File: src/rtl/core/psmg_pkg.sv
// Shared widths, constants, the controller-to-datapath command type
// and the CORDIC arctangent table for polar_sighting_min_gap.
// No dependencies.
package psmg_pkg;

    // Field widths
    localparam int TIME_W      = 12;
    localparam int COORD_WIDTH = 16;
    localparam int MINUTE_W    = 11;
    localparam int DIST_W      = 24;
    localparam int BEARING_W   = 17;
    localparam int GAP_W       = 12;
    localparam int COUNT_W     = 16;

    // Fixed point
    localparam int FRAC_BITS    = 8;
    localparam int ANGLE_FRAC   = 16;
    localparam int VEC_SCALE    = 16;
    localparam int CORDIC_STEPS = 20;

    // Square root: radicand is (x*x + y*y) scaled by 2^(2*FRAC_BITS)
    localparam int SQ_W    = 2 * COORD_WIDTH;
    localparam int RAD_W   = SQ_W + 2 * FRAC_BITS;
    localparam int ROOT_W  = RAD_W / 2;
    localparam int REM_W   = ROOT_W + 2;
    localparam int CNT_W   = $clog2(ROOT_W);

    // CORDIC datapath
    localparam int CORD_W  = COORD_WIDTH + VEC_SCALE + 4;
    localparam int ANGLE_W = 25;
    localparam int PHI_SUM_W = ANGLE_W - 1 + FRAC_BITS;

    // Time conversion: t / 100 as (t * 5243) >> 19, exact for 12-bit t
    localparam int HOUR_W        = 6;
    localparam int MINPART_W     = 7;
    localparam int DIV100_RECIP_W = 13;
    localparam logic [DIV100_RECIP_W-1:0] DIV100_RECIP = 13'd5243;
    localparam int DIV100_SHIFT  = 19;
    localparam int HUNDRED       = 100;
    localparam int MIN_PER_HOUR  = 60;

    localparam logic [MINUTE_W-1:0] MINUTE_MAX = 11'd1439;
    localparam logic signed [GAP_W-1:0] GAP_RESET = 12'sd1440;
    localparam logic [COUNT_W-1:0] COUNT_MAX = '1;

    localparam logic signed [ANGLE_W-1:0] ANGLE_RIGHT =
        ANGLE_W'(90 * (1 << ANGLE_FRAC));
    localparam logic signed [BEARING_W-1:0] BEARING_RIGHT =
        BEARING_W'(90 * (1 << FRAC_BITS));
    localparam logic signed [BEARING_W-1:0] BEARING_HALF =
        BEARING_W'(180 * (1 << FRAC_BITS));

    typedef struct packed {
        logic             load;      // capture item, square x
        logic             square_y;  // add y*y, seed sqrt and CORDIC
        logic             step;      // one sqrt digit, plus one CORDIC rotation while idx < CORDIC_STEPS
        logic             finish;    // load result registers, update history
        logic [CNT_W-1:0] idx;       // iteration index
    } psmg_cmd_t;

    // atan(2^-i) in degrees, Q16, rounded
    function automatic logic signed [ANGLE_W-1:0] atan_step(input logic [CNT_W-1:0] i);
        logic signed [ANGLE_W-1:0] v;
        case (i)
            5'd0:    v = 25'sd2949120;
            5'd1:    v = 25'sd1740967;
            5'd2:    v = 25'sd919879;
            5'd3:    v = 25'sd466945;
            5'd4:    v = 25'sd234379;
            5'd5:    v = 25'sd117304;
            5'd6:    v = 25'sd58666;
            5'd7:    v = 25'sd29335;
            5'd8:    v = 25'sd14668;
            5'd9:    v = 25'sd7334;
            5'd10:   v = 25'sd3667;
            5'd11:   v = 25'sd1833;
            5'd12:   v = 25'sd917;
            5'd13:   v = 25'sd458;
            5'd14:   v = 25'sd229;
            5'd15:   v = 25'sd115;
            5'd16:   v = 25'sd57;
            5'd17:   v = 25'sd29;
            5'd18:   v = 25'sd14;
            5'd19:   v = 25'sd7;
            default: v = '0;
        endcase
        return v;
    endfunction

endpackage

File: src/rtl/core/psmg_ctrl.sv
// Sequencer for polar_sighting_min_gap: input/output handshake,
// iteration counter and datapath commands. Depends on psmg_pkg.
module psmg_ctrl
    import psmg_pkg::*;
(
    input  logic      clk,
    input  logic      rst_n,
    input  logic      in_valid,
    output logic      in_stall,
    output logic      out_valid,
    input  logic      out_stall,
    output psmg_cmd_t cmd
);

    typedef enum logic [1:0] {
        S_IDLE,
        S_SQUARE,
        S_RUN,
        S_FINISH
    } state_t;

    state_t           state_reg, state_next;
    logic [CNT_W-1:0] cnt_reg, cnt_next;
    logic             out_valid_reg, out_valid_next;
    logic             slot_free;

    assign slot_free = !out_valid_reg || !out_stall;
    assign in_stall  = (state_reg != S_IDLE);
    assign out_valid = out_valid_reg;

    always_comb
    begin
        state_next     = state_reg;
        cnt_next       = cnt_reg;
        out_valid_next = out_valid_reg && out_stall;
        cmd            = '0;
        cmd.idx        = cnt_reg;
        case (state_reg)
            S_IDLE:
            begin
                if (in_valid)
                begin
                    cmd.load   = 1'b1;
                    state_next = S_SQUARE;
                end
            end
            S_SQUARE:
            begin
                cmd.square_y = 1'b1;
                cnt_next     = '0;
                state_next   = S_RUN;
            end
            S_RUN:
            begin
                cmd.step = 1'b1;
                if (cnt_reg == CNT_W'(ROOT_W - 1))
                    state_next = S_FINISH;
                else
                    cnt_next = cnt_reg + 1'b1;
            end
            S_FINISH:
            begin
                if (slot_free)
                begin
                    cmd.finish     = 1'b1;
                    out_valid_next = 1'b1;
                    state_next     = S_IDLE;
                end
            end
            default:
                state_next = S_IDLE;
        endcase
    end

    always_ff @(posedge clk or negedge rst_n)
    begin
        if (!rst_n)
        begin
            state_reg     <= S_IDLE;
            cnt_reg       <= '0;
            out_valid_reg <= 1'b0;
        end
        else
        begin
            state_reg     <= state_next;
            cnt_reg       <= cnt_next;
            out_valid_reg <= out_valid_next;
        end
    end

endmodule

File: src/rtl/core/psmg_datapath.sv
// Datapath for polar_sighting_min_gap: time conversion, shared squarer,
// digit-by-digit square root, CORDIC vectoring, gap history, result registers.
// Depends on psmg_pkg.
module psmg_datapath
    import psmg_pkg::*;
(
    input  logic                        clk,
    input  logic                        rst_n,
    input  psmg_cmd_t                   cmd,
    input  logic [TIME_W-1:0]           time_hhmm,
    input  logic signed [COORD_WIDTH-1:0] x_coord,
    input  logic signed [COORD_WIDTH-1:0] y_coord,
    output logic [MINUTE_W-1:0]         minutes_of_day,
    output logic [DIST_W-1:0]           distance,
    output logic signed [BEARING_W-1:0] bearing,
    output logic signed [GAP_W-1:0]     min_gap,
    output logic [COUNT_W-1:0]          item_count
);

    // working registers
    logic [MINUTE_W-1:0]           minutes_reg;
    logic signed [COORD_WIDTH-1:0] x_reg, y_reg;
    logic [SQ_W-1:0]               sq_reg;
    logic [RAD_W-1:0]              rad_reg;
    logic [REM_W-1:0]              rem_reg;
    logic [ROOT_W-1:0]             root_reg;
    logic signed [CORD_W-1:0]      a_reg, b_reg;
    logic signed [ANGLE_W-1:0]     z_reg;

    // history
    logic [MINUTE_W-1:0]           prev_min_reg, prev_min_next;
    logic signed [GAP_W-1:0]       gap_reg, gap_next;
    logic [COUNT_W-1:0]            count_reg, count_next;

    // result registers
    logic [MINUTE_W-1:0]           minutes_out_reg;
    logic [DIST_W-1:0]             dist_out_reg, dist_next;
    logic signed [BEARING_W-1:0]   bearing_out_reg, bearing_next;

    // time conversion
    logic [TIME_W+DIV100_RECIP_W-1:0] quot_prod;
    logic [HOUR_W-1:0]             hours;
    logic [TIME_W-1:0]             hundreds, minpart_full;
    logic [MINUTE_W:0]             min_sum;
    logic [MINUTE_W-1:0]           minutes_calc;

    always_comb
    begin
        quot_prod    = (TIME_W + DIV100_RECIP_W)'(time_hhmm) *
                       (TIME_W + DIV100_RECIP_W)'(DIV100_RECIP);
        hours        = quot_prod[DIV100_SHIFT +: HOUR_W];
        hundreds     = TIME_W'(hours) * TIME_W'(HUNDRED);
        minpart_full = time_hhmm - hundreds;
        min_sum      = (MINUTE_W + 1)'(hours) * (MINUTE_W + 1)'(MIN_PER_HOUR) +
                       (MINUTE_W + 1)'(minpart_full[MINPART_W-1:0]);
        if (min_sum > {1'b0, MINUTE_MAX})
            minutes_calc = MINUTE_MAX;
        else
            minutes_calc = min_sum[MINUTE_W-1:0];
    end

    // one squarer, shared between x (load) and y (square_y)
    logic signed [COORD_WIDTH-1:0] mul_in;
    logic signed [SQ_W-1:0]        mul_out;
    logic [SQ_W-1:0]               sq_sum;

    assign mul_in  = cmd.load ? x_coord : y_reg;
    assign mul_out = mul_in * mul_in;
    assign sq_sum  = sq_reg + SQ_W'(unsigned'(mul_out));

    // CORDIC seeds: |y| and |x| scaled up
    logic signed [CORD_W-1:0] ay_ext, ax_ext, a_init, b_init;

    always_comb
    begin
        ay_ext = CORD_W'(y_reg);
        ax_ext = CORD_W'(x_reg);
        a_init = (y_reg < 0 ? -ay_ext : ay_ext) <<< VEC_SCALE;
        b_init = (x_reg < 0 ? -ax_ext : ax_ext) <<< VEC_SCALE;
    end

    // square root digit: two radicand bits per step
    logic [REM_W-1:0] rem_shift, trial;
    logic             take;

    assign rem_shift = {rem_reg[REM_W-3:0], rad_reg[RAD_W-1 -: 2]};
    assign trial     = {root_reg, 2'b01};
    assign take      = (rem_shift >= trial);

    // CORDIC rotation, arithmetic shift rounds toward minus infinity
    logic signed [CORD_W-1:0]  da, db;
    logic signed [ANGLE_W-1:0] dz;
    logic                      cordic_on;

    assign da        = b_reg >>> cmd.idx;
    assign db        = a_reg >>> cmd.idx;
    assign dz        = atan_step(cmd.idx);
    assign cordic_on = (cmd.idx < CNT_W'(CORDIC_STEPS));

    // distance rounding: up when remainder exceeds root
    logic [ROOT_W:0] root_round;

    always_comb
    begin
        root_round = {1'b0, root_reg} + (ROOT_W + 1)'(rem_reg > REM_W'(root_reg));
        if (root_round > (ROOT_W + 1)'({DIST_W{1'b1}}))
            dist_next = '1;
        else
            dist_next = DIST_W'(root_round);
    end

    // bearing assembly
    logic [ANGLE_W-2:0]          z_clamped;
    logic [PHI_SUM_W-1:0]        phi_wide;
    logic signed [BEARING_W-1:0] phi, phi_sel;
    logic                        x_zero, y_zero;

    always_comb
    begin
        if (z_reg < 0)
            z_clamped = '0;
        else if (z_reg > ANGLE_RIGHT)
            z_clamped = ANGLE_RIGHT[ANGLE_W-2:0];
        else
            z_clamped = z_reg[ANGLE_W-2:0];
        phi_wide = {z_clamped, {FRAC_BITS{1'b0}}} + PHI_SUM_W'(1 << (ANGLE_FRAC - 1));
        phi      = signed'({1'b0, phi_wide[ANGLE_FRAC +: BEARING_W-1]});

        x_zero = (x_reg == '0);
        y_zero = (y_reg == '0);
        if (x_zero)
            phi_sel = '0;
        else if (y_zero)
            phi_sel = BEARING_RIGHT;
        else
            phi_sel = phi;

        if (x_zero && y_zero)
            bearing_next = '0;
        else if (!y_reg[COORD_WIDTH-1])
            bearing_next = x_reg[COORD_WIDTH-1] ? -phi_sel : phi_sel;
        else if (!x_reg[COORD_WIDTH-1] && !x_zero)
            bearing_next = BEARING_HALF - phi_sel;
        else
            bearing_next = phi_sel - BEARING_HALF;
    end

    // gap and count history
    logic signed [GAP_W-1:0] gap_diff;

    always_comb
    begin
        gap_diff      = signed'(GAP_W'({1'b0, minutes_reg})) -
                        signed'(GAP_W'({1'b0, prev_min_reg}));
        gap_next      = gap_reg;
        if (count_reg != '0 && gap_diff < gap_reg)
            gap_next = gap_diff;
        prev_min_next = minutes_reg;
        count_next    = (count_reg == COUNT_MAX) ? count_reg : count_reg + 1'b1;
    end

    always_ff @(posedge clk or negedge rst_n)
    begin
        if (!rst_n)
        begin
            prev_min_reg <= '0;
            gap_reg      <= GAP_RESET;
            count_reg    <= '0;
        end
        else if (cmd.finish)
        begin
            prev_min_reg <= prev_min_next;
            gap_reg      <= gap_next;
            count_reg    <= count_next;
        end
    end

    always_ff @(posedge clk)
    begin
        if (cmd.load)
        begin
            minutes_reg <= minutes_calc;
            x_reg       <= x_coord;
            y_reg       <= y_coord;
            sq_reg      <= SQ_W'(unsigned'(mul_out));
        end
        if (cmd.square_y)
        begin
            rad_reg  <= {sq_sum, {(2 * FRAC_BITS){1'b0}}};
            rem_reg  <= '0;
            root_reg <= '0;
            a_reg    <= a_init;
            b_reg    <= b_init;
            z_reg    <= '0;
        end
        if (cmd.step)
        begin
            rad_reg <= rad_reg << 2;
            if (take)
            begin
                rem_reg  <= rem_shift - trial;
                root_reg <= {root_reg[ROOT_W-2:0], 1'b1};
            end
            else
            begin
                rem_reg  <= rem_shift;
                root_reg <= {root_reg[ROOT_W-2:0], 1'b0};
            end
            if (cordic_on)
            begin
                if (!b_reg[CORD_W-1])
                begin
                    a_reg <= a_reg + da;
                    b_reg <= b_reg - db;
                    z_reg <= z_reg + dz;
                end
                else
                begin
                    a_reg <= a_reg - da;
                    b_reg <= b_reg + db;
                    z_reg <= z_reg - dz;
                end
            end
        end
        if (cmd.finish)
        begin
            minutes_out_reg <= minutes_reg;
            dist_out_reg    <= dist_next;
            bearing_out_reg <= bearing_next;
        end
    end

    assign minutes_of_day = minutes_out_reg;
    assign distance       = dist_out_reg;
    assign bearing        = bearing_out_reg;
    assign min_gap        = gap_reg;
    assign item_count     = count_reg;

endmodule

File: src/rtl/core/polar_sighting_min_gap.sv
// Top level of polar_sighting_min_gap: sequencer plus datapath.
// Depends on psmg_pkg, psmg_ctrl and psmg_datapath.
//
// Usage:
//   Input channel (in_valid / in_stall) takes one item: time_hhmm, x_coord,
//   y_coord. Output channel (out_valid / out_stall) returns one result item
//   per input item: minutes_of_day, distance (Q.8), bearing (signed degrees,
//   Q.8, clockwise from north), min_gap and item_count.
//   An item is accepted on a rising edge with valid high and stall low.
//   Sequence: x is squared at the accepting edge, then y*y is added, then
//   24 square-root digit steps run with the 20 CORDIC rotations alongside,
//   then the result is assembled once the output register is free.
//   Items are taken one at a time: the 24 iterations of the digit-by-digit
//   square root set the pace, and in_stall is high while an item is in work.
//   The output register decouples the sides: a new item is taken while the
//   previous result still waits. If the receiver stalls, the finished item
//   holds in the sequencer until the output register frees up.
//   Reset (rst_n low, asynchronous) empties the block, clears the item count
//   and previous time and sets the running minimum gap to 1440.
module polar_sighting_min_gap
    import psmg_pkg::*;
(
    input  logic                          clk,
    input  logic                          rst_n,
    input  logic                          in_valid,
    output logic                          in_stall,
    input  logic [TIME_W-1:0]             time_hhmm,
    input  logic signed [COORD_WIDTH-1:0] x_coord,
    input  logic signed [COORD_WIDTH-1:0] y_coord,
    output logic                          out_valid,
    input  logic                          out_stall,
    output logic [MINUTE_W-1:0]           minutes_of_day,
    output logic [DIST_W-1:0]             distance,
    output logic signed [BEARING_W-1:0]   bearing,
    output logic signed [GAP_W-1:0]       min_gap,
    output logic [COUNT_W-1:0]            item_count
);

    psmg_cmd_t cmd;

    // control: handshakes, iteration count, command decode
    psmg_ctrl u_ctrl (
        .clk       (clk),
        .rst_n     (rst_n),
        .in_valid  (in_valid),
        .in_stall  (in_stall),
        .out_valid (out_valid),
        .out_stall (out_stall),
        .cmd       (cmd)
    );

    // arithmetic and history; result registers live here
    psmg_datapath u_datapath (
        .clk            (clk),
        .rst_n          (rst_n),
        .cmd            (cmd),
        .time_hhmm      (time_hhmm),
        .x_coord        (x_coord),
        .y_coord        (y_coord),
        .minutes_of_day (minutes_of_day),
        .distance       (distance),
        .bearing        (bearing),
        .min_gap        (min_gap),
        .item_count     (item_count)
    );

endmodule
File: config.mk
export PLATFORM = sky130hd
export DESIGN_NAME = polar_sighting_min_gap
export DESIGN_NICKNAME = d
export VERILOG_FILES = /design/src/rtl/core/psmg_pkg.sv /design/src/rtl/core/psmg_ctrl.sv /design/src/rtl/core/psmg_datapath.sv /design/src/rtl/core/polar_sighting_min_gap.sv
export SDC_FILE = /design/constraint.sdc
export NUM_CORES = 2
export LEC_CHECK = 0
export ABC_AREA = 1
export ABC_CLOCK_PERIOD_IN_PS = 14500
export BUFFER_PORTS_ARGS = -buffer_cell sky130_fd_sc_hd__buf_2
export CAP_MARGIN = 20
export CELL_PAD_IN_SITES_DETAIL_PLACEMENT = 0
export CELL_PAD_IN_SITES_GLOBAL_PLACEMENT = 1
export CORE_MARGIN = 8
export CORE_UTILIZATION = 52
export CTS_BUF_LIST = sky130_fd_sc_hd__clkbuf_4 sky130_fd_sc_hd__clkbuf_8 sky130_fd_sc_hd__clkbuf_16
export DETAILED_ROUTE_END_ITERATION = 8
export GPL_ROUTABILITY_DRIVEN = 1
export PLACE_DENSITY = 0.85
export REMOVE_ABC_BUFFERS = 1
export SETUP_SLACK_MARGIN = 0.5
export SYNTH_ARGS = -nofsm -noshare
export SYNTH_HDL_FRONTEND = slang
export SYNTH_SLANG_ARGS = --single-unit
File: constraint.sdc
create_clock -name clk -period 14.5 [get_ports clk]
set_clock_uncertainty 0.15 [all_clocks]
set_input_delay 0.725 -clock clk [delete_from_list [all_inputs] [get_ports clk]]
set_output_delay 0.725 -clock clk [all_outputs]
set_load 0.01 [all_outputs]
# == Word level (Yosys, flattened, before mapping) ==
# Memory sizes are Yosys's and may differ from the RTL's.
# Index checks and enable logic that the tools add are counted.
# op_classes
add_sub_neg,20
multipliers,4
magnitude_cmp,10
eq_ne,9
shifts,2
muxes,44
bitwise,1
n_reduce_logical,20
# op_table
cell,count
$mux W36,8
$mux W25,4
$mux W24,4
$mux W48,2
$mux W26,3
$add A36 B36 Y36,2
$sshr A36 B5 Y36,2
$sub A36 B36 Y36,2
$mux W17,4
$gt A25 B24 Y1 const B,2
$mux W20,2
$neg A16 Y20,2
$add A32 B16 Y32 const B,1
$add A32 B32 Y32,1
$logic_not A16 Y1,2
$lt A16 B1 Y1 const B,2
$mul A16 B16 Y32,1
$mux W16,2
$ge A26 B26 Y1,1
$gt A26 B24 Y1,1
$sub A26 B26 Y26,1
$add A24 B1 Y25,1
$add A25 B25 Y25,1
$lt A25 B1 Y1 const B,1
other kinds (35),58
# totals
register_bits,353
romBits,704
inputBits,48
out_inout_bits,82
elab_cells,131
n_memories,1
# mem_list
name,words,width,read_ports,rd_clocked_by_memory_dff,wr,line,source
(name not given),32,22,1,0,0,psmg_pkg.sv:64,case (i)

# == Logic depth before layout (Yosys ltp) ==
# depth
depth_word,9
mapped_depth,46
ltp_nobuf,44

# == Cells and area by module ==
# Synthesis repeated with hierarchy kept, for this count alone.
# unflattened
cells_unflattened,5994
area_unflattened_um2,43475.4
# modules_own_cells
mod,n_inst,cells_each,area_each_um2
psmg_datapath,1,5924,42928.7
psmg_ctrl,1,70,546.8

# == Worst setup path before layout ==
# Ideal clock, no wire load.
# synth_timing
path_type,input -> register
from,input in_valid
to,register u_datapath.rad_reg[47] (data pin)
setup_ns,0.254
arrival_ns,9.164
path_slack_ns,4.932
path_stages,36
path_cell_list,nand2_1 -> inv_1 -> or2_2 -> o21ai_0 -> nor2_1 -> inv_1 -> fa_1 -> fa_1 -> inv_1 -> fa_1 -> fa_1 -> inv_1 -> fa_1 -> inv_1 -> fa_1 -> ha_1 -> a21oi_1 -> a21boi_0 -> o21ai_1 -> a21boi_0 -> o21ai_1 -> a21oi_1 -> o21ai_1 -> nand2_1 -> nand2_1 -> nand2_1 -> nand2_1 -> ha_1 -> nand4_1 -> inv_1 -> a21oi_1 -> o221ai_1 -> or2_2 -> a21oi_1 -> nand3b_1 -> nand2_1
# synth_via
elab_chain_cells,7
# synth_lines
element,line,source
from (decl),polar_sighting_min_gap.sv:25,"input logic in_valid,"
$mux W1,psmg_ctrl.sv:41,if (in_valid)
$mux W1,psmg_ctrl.sv:38,case (state_reg)
$mux W16,psmg_datapath.sv:67,assign mul_in = cmd.load ? x_coord : y_reg;
$mul A16 B16 Y32,psmg_datapath.sv:68,assign mul_out = mul_in * mul_in;
via u_datapath.mul_out[29],psmg_datapath.sv:64,logic signed [SQ_W-1:0] mul_out;
$add A32 B32 Y32,psmg_datapath.sv:69,assign sq_sum = sq_reg + SQ_W'(unsigned'(mul_out));
$mux W48,psmg_datapath.sv:187,if (cmd.square_y)
$mux W48,psmg_datapath.sv:196,if (cmd.step)
to (signal assigned),psmg_datapath.sv:189,"rad_reg <= {sq_sum, {(2 * FRAC_BITS){1'b0}}};"
to (signal assigned),psmg_datapath.sv:198,rad_reg <= rad_reg << 2;
to (decl),psmg_datapath.sv:24,logic [RAD_W-1:0] rad_reg;
# The timed path passes the listed nets, and every way through them passes these cells. The select of a mux whose other input is x is not followed.
# A chain may end at the register's enable or synchronous reset.

# == Final worst setup path ==
# layout_timing
from,register u_ctrl.state_reg[0]
to,register u_datapath.rad_reg[47] (data pin)
# layout_via
elab_chain_cells,7
elab_cells_between_ends,9
classes_between,add/sub: 1; mul: 1; eq/ne: 1; mux: 5; reduce/logical: 1
# layout_lines
element,line,source
from (decl),psmg_ctrl.sv:22,"state_t state_reg, state_next;"
from (signal assigned),psmg_ctrl.sv:85,state_reg <= state_next;
$logic_not A2 Y1,psmg_ctrl.sv:38,
$mux W1,psmg_ctrl.sv:38,
$mux W16,psmg_datapath.sv:67,
$mul A16 B16 Y32,psmg_datapath.sv:68,
via u_datapath.mul_out[29],psmg_datapath.sv:64,
$add A32 B32 Y32,psmg_datapath.sv:69,
$mux W48,psmg_datapath.sv:187,
$mux W48,psmg_datapath.sv:196,
# The timed path passes the listed nets, and every way through them passes these cells. The select of a mux whose other input is x is not followed.

==> metrics.cfg <==
[die]
die-area_um2=91300
row_count=105
io_pins=130
die_h_um=302
initial_utilization_pct=52.2
die_w_um=302
coreArea_um2=81600

[routing]
dr_wl_met2_um=55300
antenna_left=0
dr.pass1.iters=6
totalWireLength_um=122000
wl_per_cell_um=17.5
wl_met3_um=7210
wl_met1_um=55700
dr.max_layer_used=met4
dr_total_vias=38100
viasPerCell=5.44
drc=0
drtIter0Drc=2749

[global_routing]
grt_pass1_vias=37100
grt_overflow=0
grt_max_degree=83
grt.total_usage_pct=26.5
grt_pass1_wl_um=196000
antenna_found_initial=2

[clock_network]
postCtsSetupRepairBufs=0
cts_made_buffers=45
cts_buffer_depth=3
cts_root_buffer=clkbuf_16
clk_latency_ns=0.60
cts_tree=done
path_clk_slew_ns=0.06
postCtsHoldBufs=0
cts_sinks=352
h-tree-depth=2
cts_resized=0

[setup_path]
slowest_delay_ns=0.71
worstSetupPathType=register to register
worstPathArrival_ns=9.93
rr_endpoint=u_datapath.rad_reg[47]$_DFFE_PP_
cp-end-kind=register
required_ns=14.69
worst_path_max_delay_cell=buf_4
critPathMaxFanout=75
r2r_start=u_ctrl.state_reg[0]$_DFFE_PN0P_
rrSetupSlack_ns=4.76
worstRegToRegCells=41
cp-start-kind=register

[placed_design]
dp_hpwl_um=97900
place_congestion=0.937
port-buffer-count=129

[timing]
setup_violations=0
tns_ns=0
grt_setup_unrepaired=false
max_freq_mhz=103
worstMarginPinSlew_ns=1.02
hold_viol_final=0
slew_headroom_pct=31.5
fin_crit_sh_pct=67.2
fin_crit_ns=9.74
slew_viol_final=0

[synthesis]
synth-seq-area-share_pct=22.0
synth_ff_type=edfxtp_1
synth_edf_count=208
ys_ff_latch=352
syn_area_per_cell_um2=7.29
ys_types=73
async_flop_share_pct=13.4
yosysWarnings=0
netlist_area_um2=42600
synthCells=5847

[cells_and_area]
num-nets-final=6621
final_common_cell=nand2_1
mostFrequentLayoutCells=nand2_1, inv_1, nor2_1
syn2layout_area_growth_pct=7.32
layout-drive-gt1-share_pct=5.90

[hold_path]
hold_class=primary input to async pin

[flow_run]
drv_cap=0

[status]
status=completed

==> Yosys cell counts (7+ instances only) <==
cell type	count	area [um^2]
o211ai_1	44	330
inv_2	13	48.8
nand2_2	9	56.3
o21ai_1	90	450
or2_1	11	68.8
edfxtp_1	208	6250
o21ai_0	407	2040
buf_2	26	130
o221ai_1	12	105
buf_4	13	97.6
ha_1	388	4850
xor2_1	160	1400
nand4_1	48	300
dfrtp_1	43	1080
nor3_1	61	305
nand2_1	1288	4830
mux2i_1	18	180
nand3b_1	15	113
nor4_1	29	181
o31ai_1	8	60.1
buf_6	14	158
fa_1	290	5810
buf_1	18	67.6
dfxtp_1	97	1940
a31oi_1	40	250
o21bai_1	9	67.6
nand3_1	256	1280
o21ai_2	10	87.6
a21boi_0	11	82.6
o22ai_1	46	288
nor2_1	471	1770
a21o_1	26	195
clkbuf_1	88	330
o21a_1	19	143
a21oi_1	372	1860
inv_1	994	3730
xnor2_1	77	674
nor2_2	7	43.8
or2_2	39	244
==> cell families (layout without fill, tap and decap cells) <==
group / Yosys count / after routing / share of synthesized area (%)
other: 0 / 1 / 0
xor gates and xnor gates: 237 / 237 / 4.87
DFF: 352 / 352 / 22.0
adders and majority gates: 678 / 678 / 25.0
muxes: 19 / 19 / 0.455
buffers and inverters: 1172 / 1254 / 10.8
and+or+nand+nor: 2258 / 2258 / 22.1
AOI/OAI and AO/OA: 1131 / 1131 / 14.8
==> per-stage QoR <==
| step | hold WS [ns] | utilization, % | worst slack [ns] | std cells | cell area (um^2) |
|---|---|---|---|---|---|
| final | 0.110 | 56.0 | 4.76 | 7000 | 45700 |
| after global routing | 0.127 | 56.0 | 3.87 | 6999 | 45700 |
| after CTS | 0.104 | 56.0 | 4.75 | 6999 | 45700 |
| after detailed placement | 0.285 | 54.0 | 4.64 | 6918 | 44100 |
| after global placement | 0.284 | 54.0 | 4.71 | 6918 | 44100 |
| after floorplan | 0.276 | - | 4.13 | 5687 | 41800 |
==> per-layer routing <==
layer  vias up  global-route usage [%]
li1      19200                       -
met1     17700                    35.9
met2      1003                    43.7
met3       205                    3.98
met4         0                    8.19
met5         -                       0
==> area by class of cell <==
class | instances | area, um^2
repair buffers | 161 | 886
well taps | 1070 | 1340
diodes | 1 | 2.50
multi-input cells | 4323 | 28700
inverters | 1012 | 3800
fillers | 7924 | 35900
clock inverters | 30 | 478
clock buffers | 51 | 1180
flip-flops and latches | 352 | 9380
==> worst max-delay path by stage <==
stage | start | end | slack [ns]
3_3_place_gp | in_valid | u_datapath.rad_reg[47]$_DFFE_PP_ | 4.71
6_report | u_ctrl.state_reg[0]$_DFFE_PN0P_ | u_datapath.rad_reg[47]$_DFFE_PP_ | 4.76
3_5_place_dp | in_valid | u_datapath.rad_reg[47]$_DFFE_PP_ | 4.64
5_1_grt | u_ctrl.state_reg[0]$_DFFE_PN0P_ | u_datapath.rad_reg[47]$_DFFE_PP_ | 3.87
2_1_floorplan | in_valid | u_datapath.rad_reg[47]$_DFFE_PP_ | 4.13
4_1_cts | u_ctrl.state_reg[0]$_DFFE_PN0P_ | u_datapath.rad_reg[47]$_DFFE_PP_ | 4.75
==> critical path: cells and delay by family (launching register included) <==
kind	cells	cell delay, ns
fa+ha+maj	9	3.87
compound gates	11	2.03
buf+inv	10	1.68
simple gates	11	1.33
flops	1	0.40
Power is not shown: default switching activity piles up to over one toggle a cycle in this logic, so the estimate is an artifact.
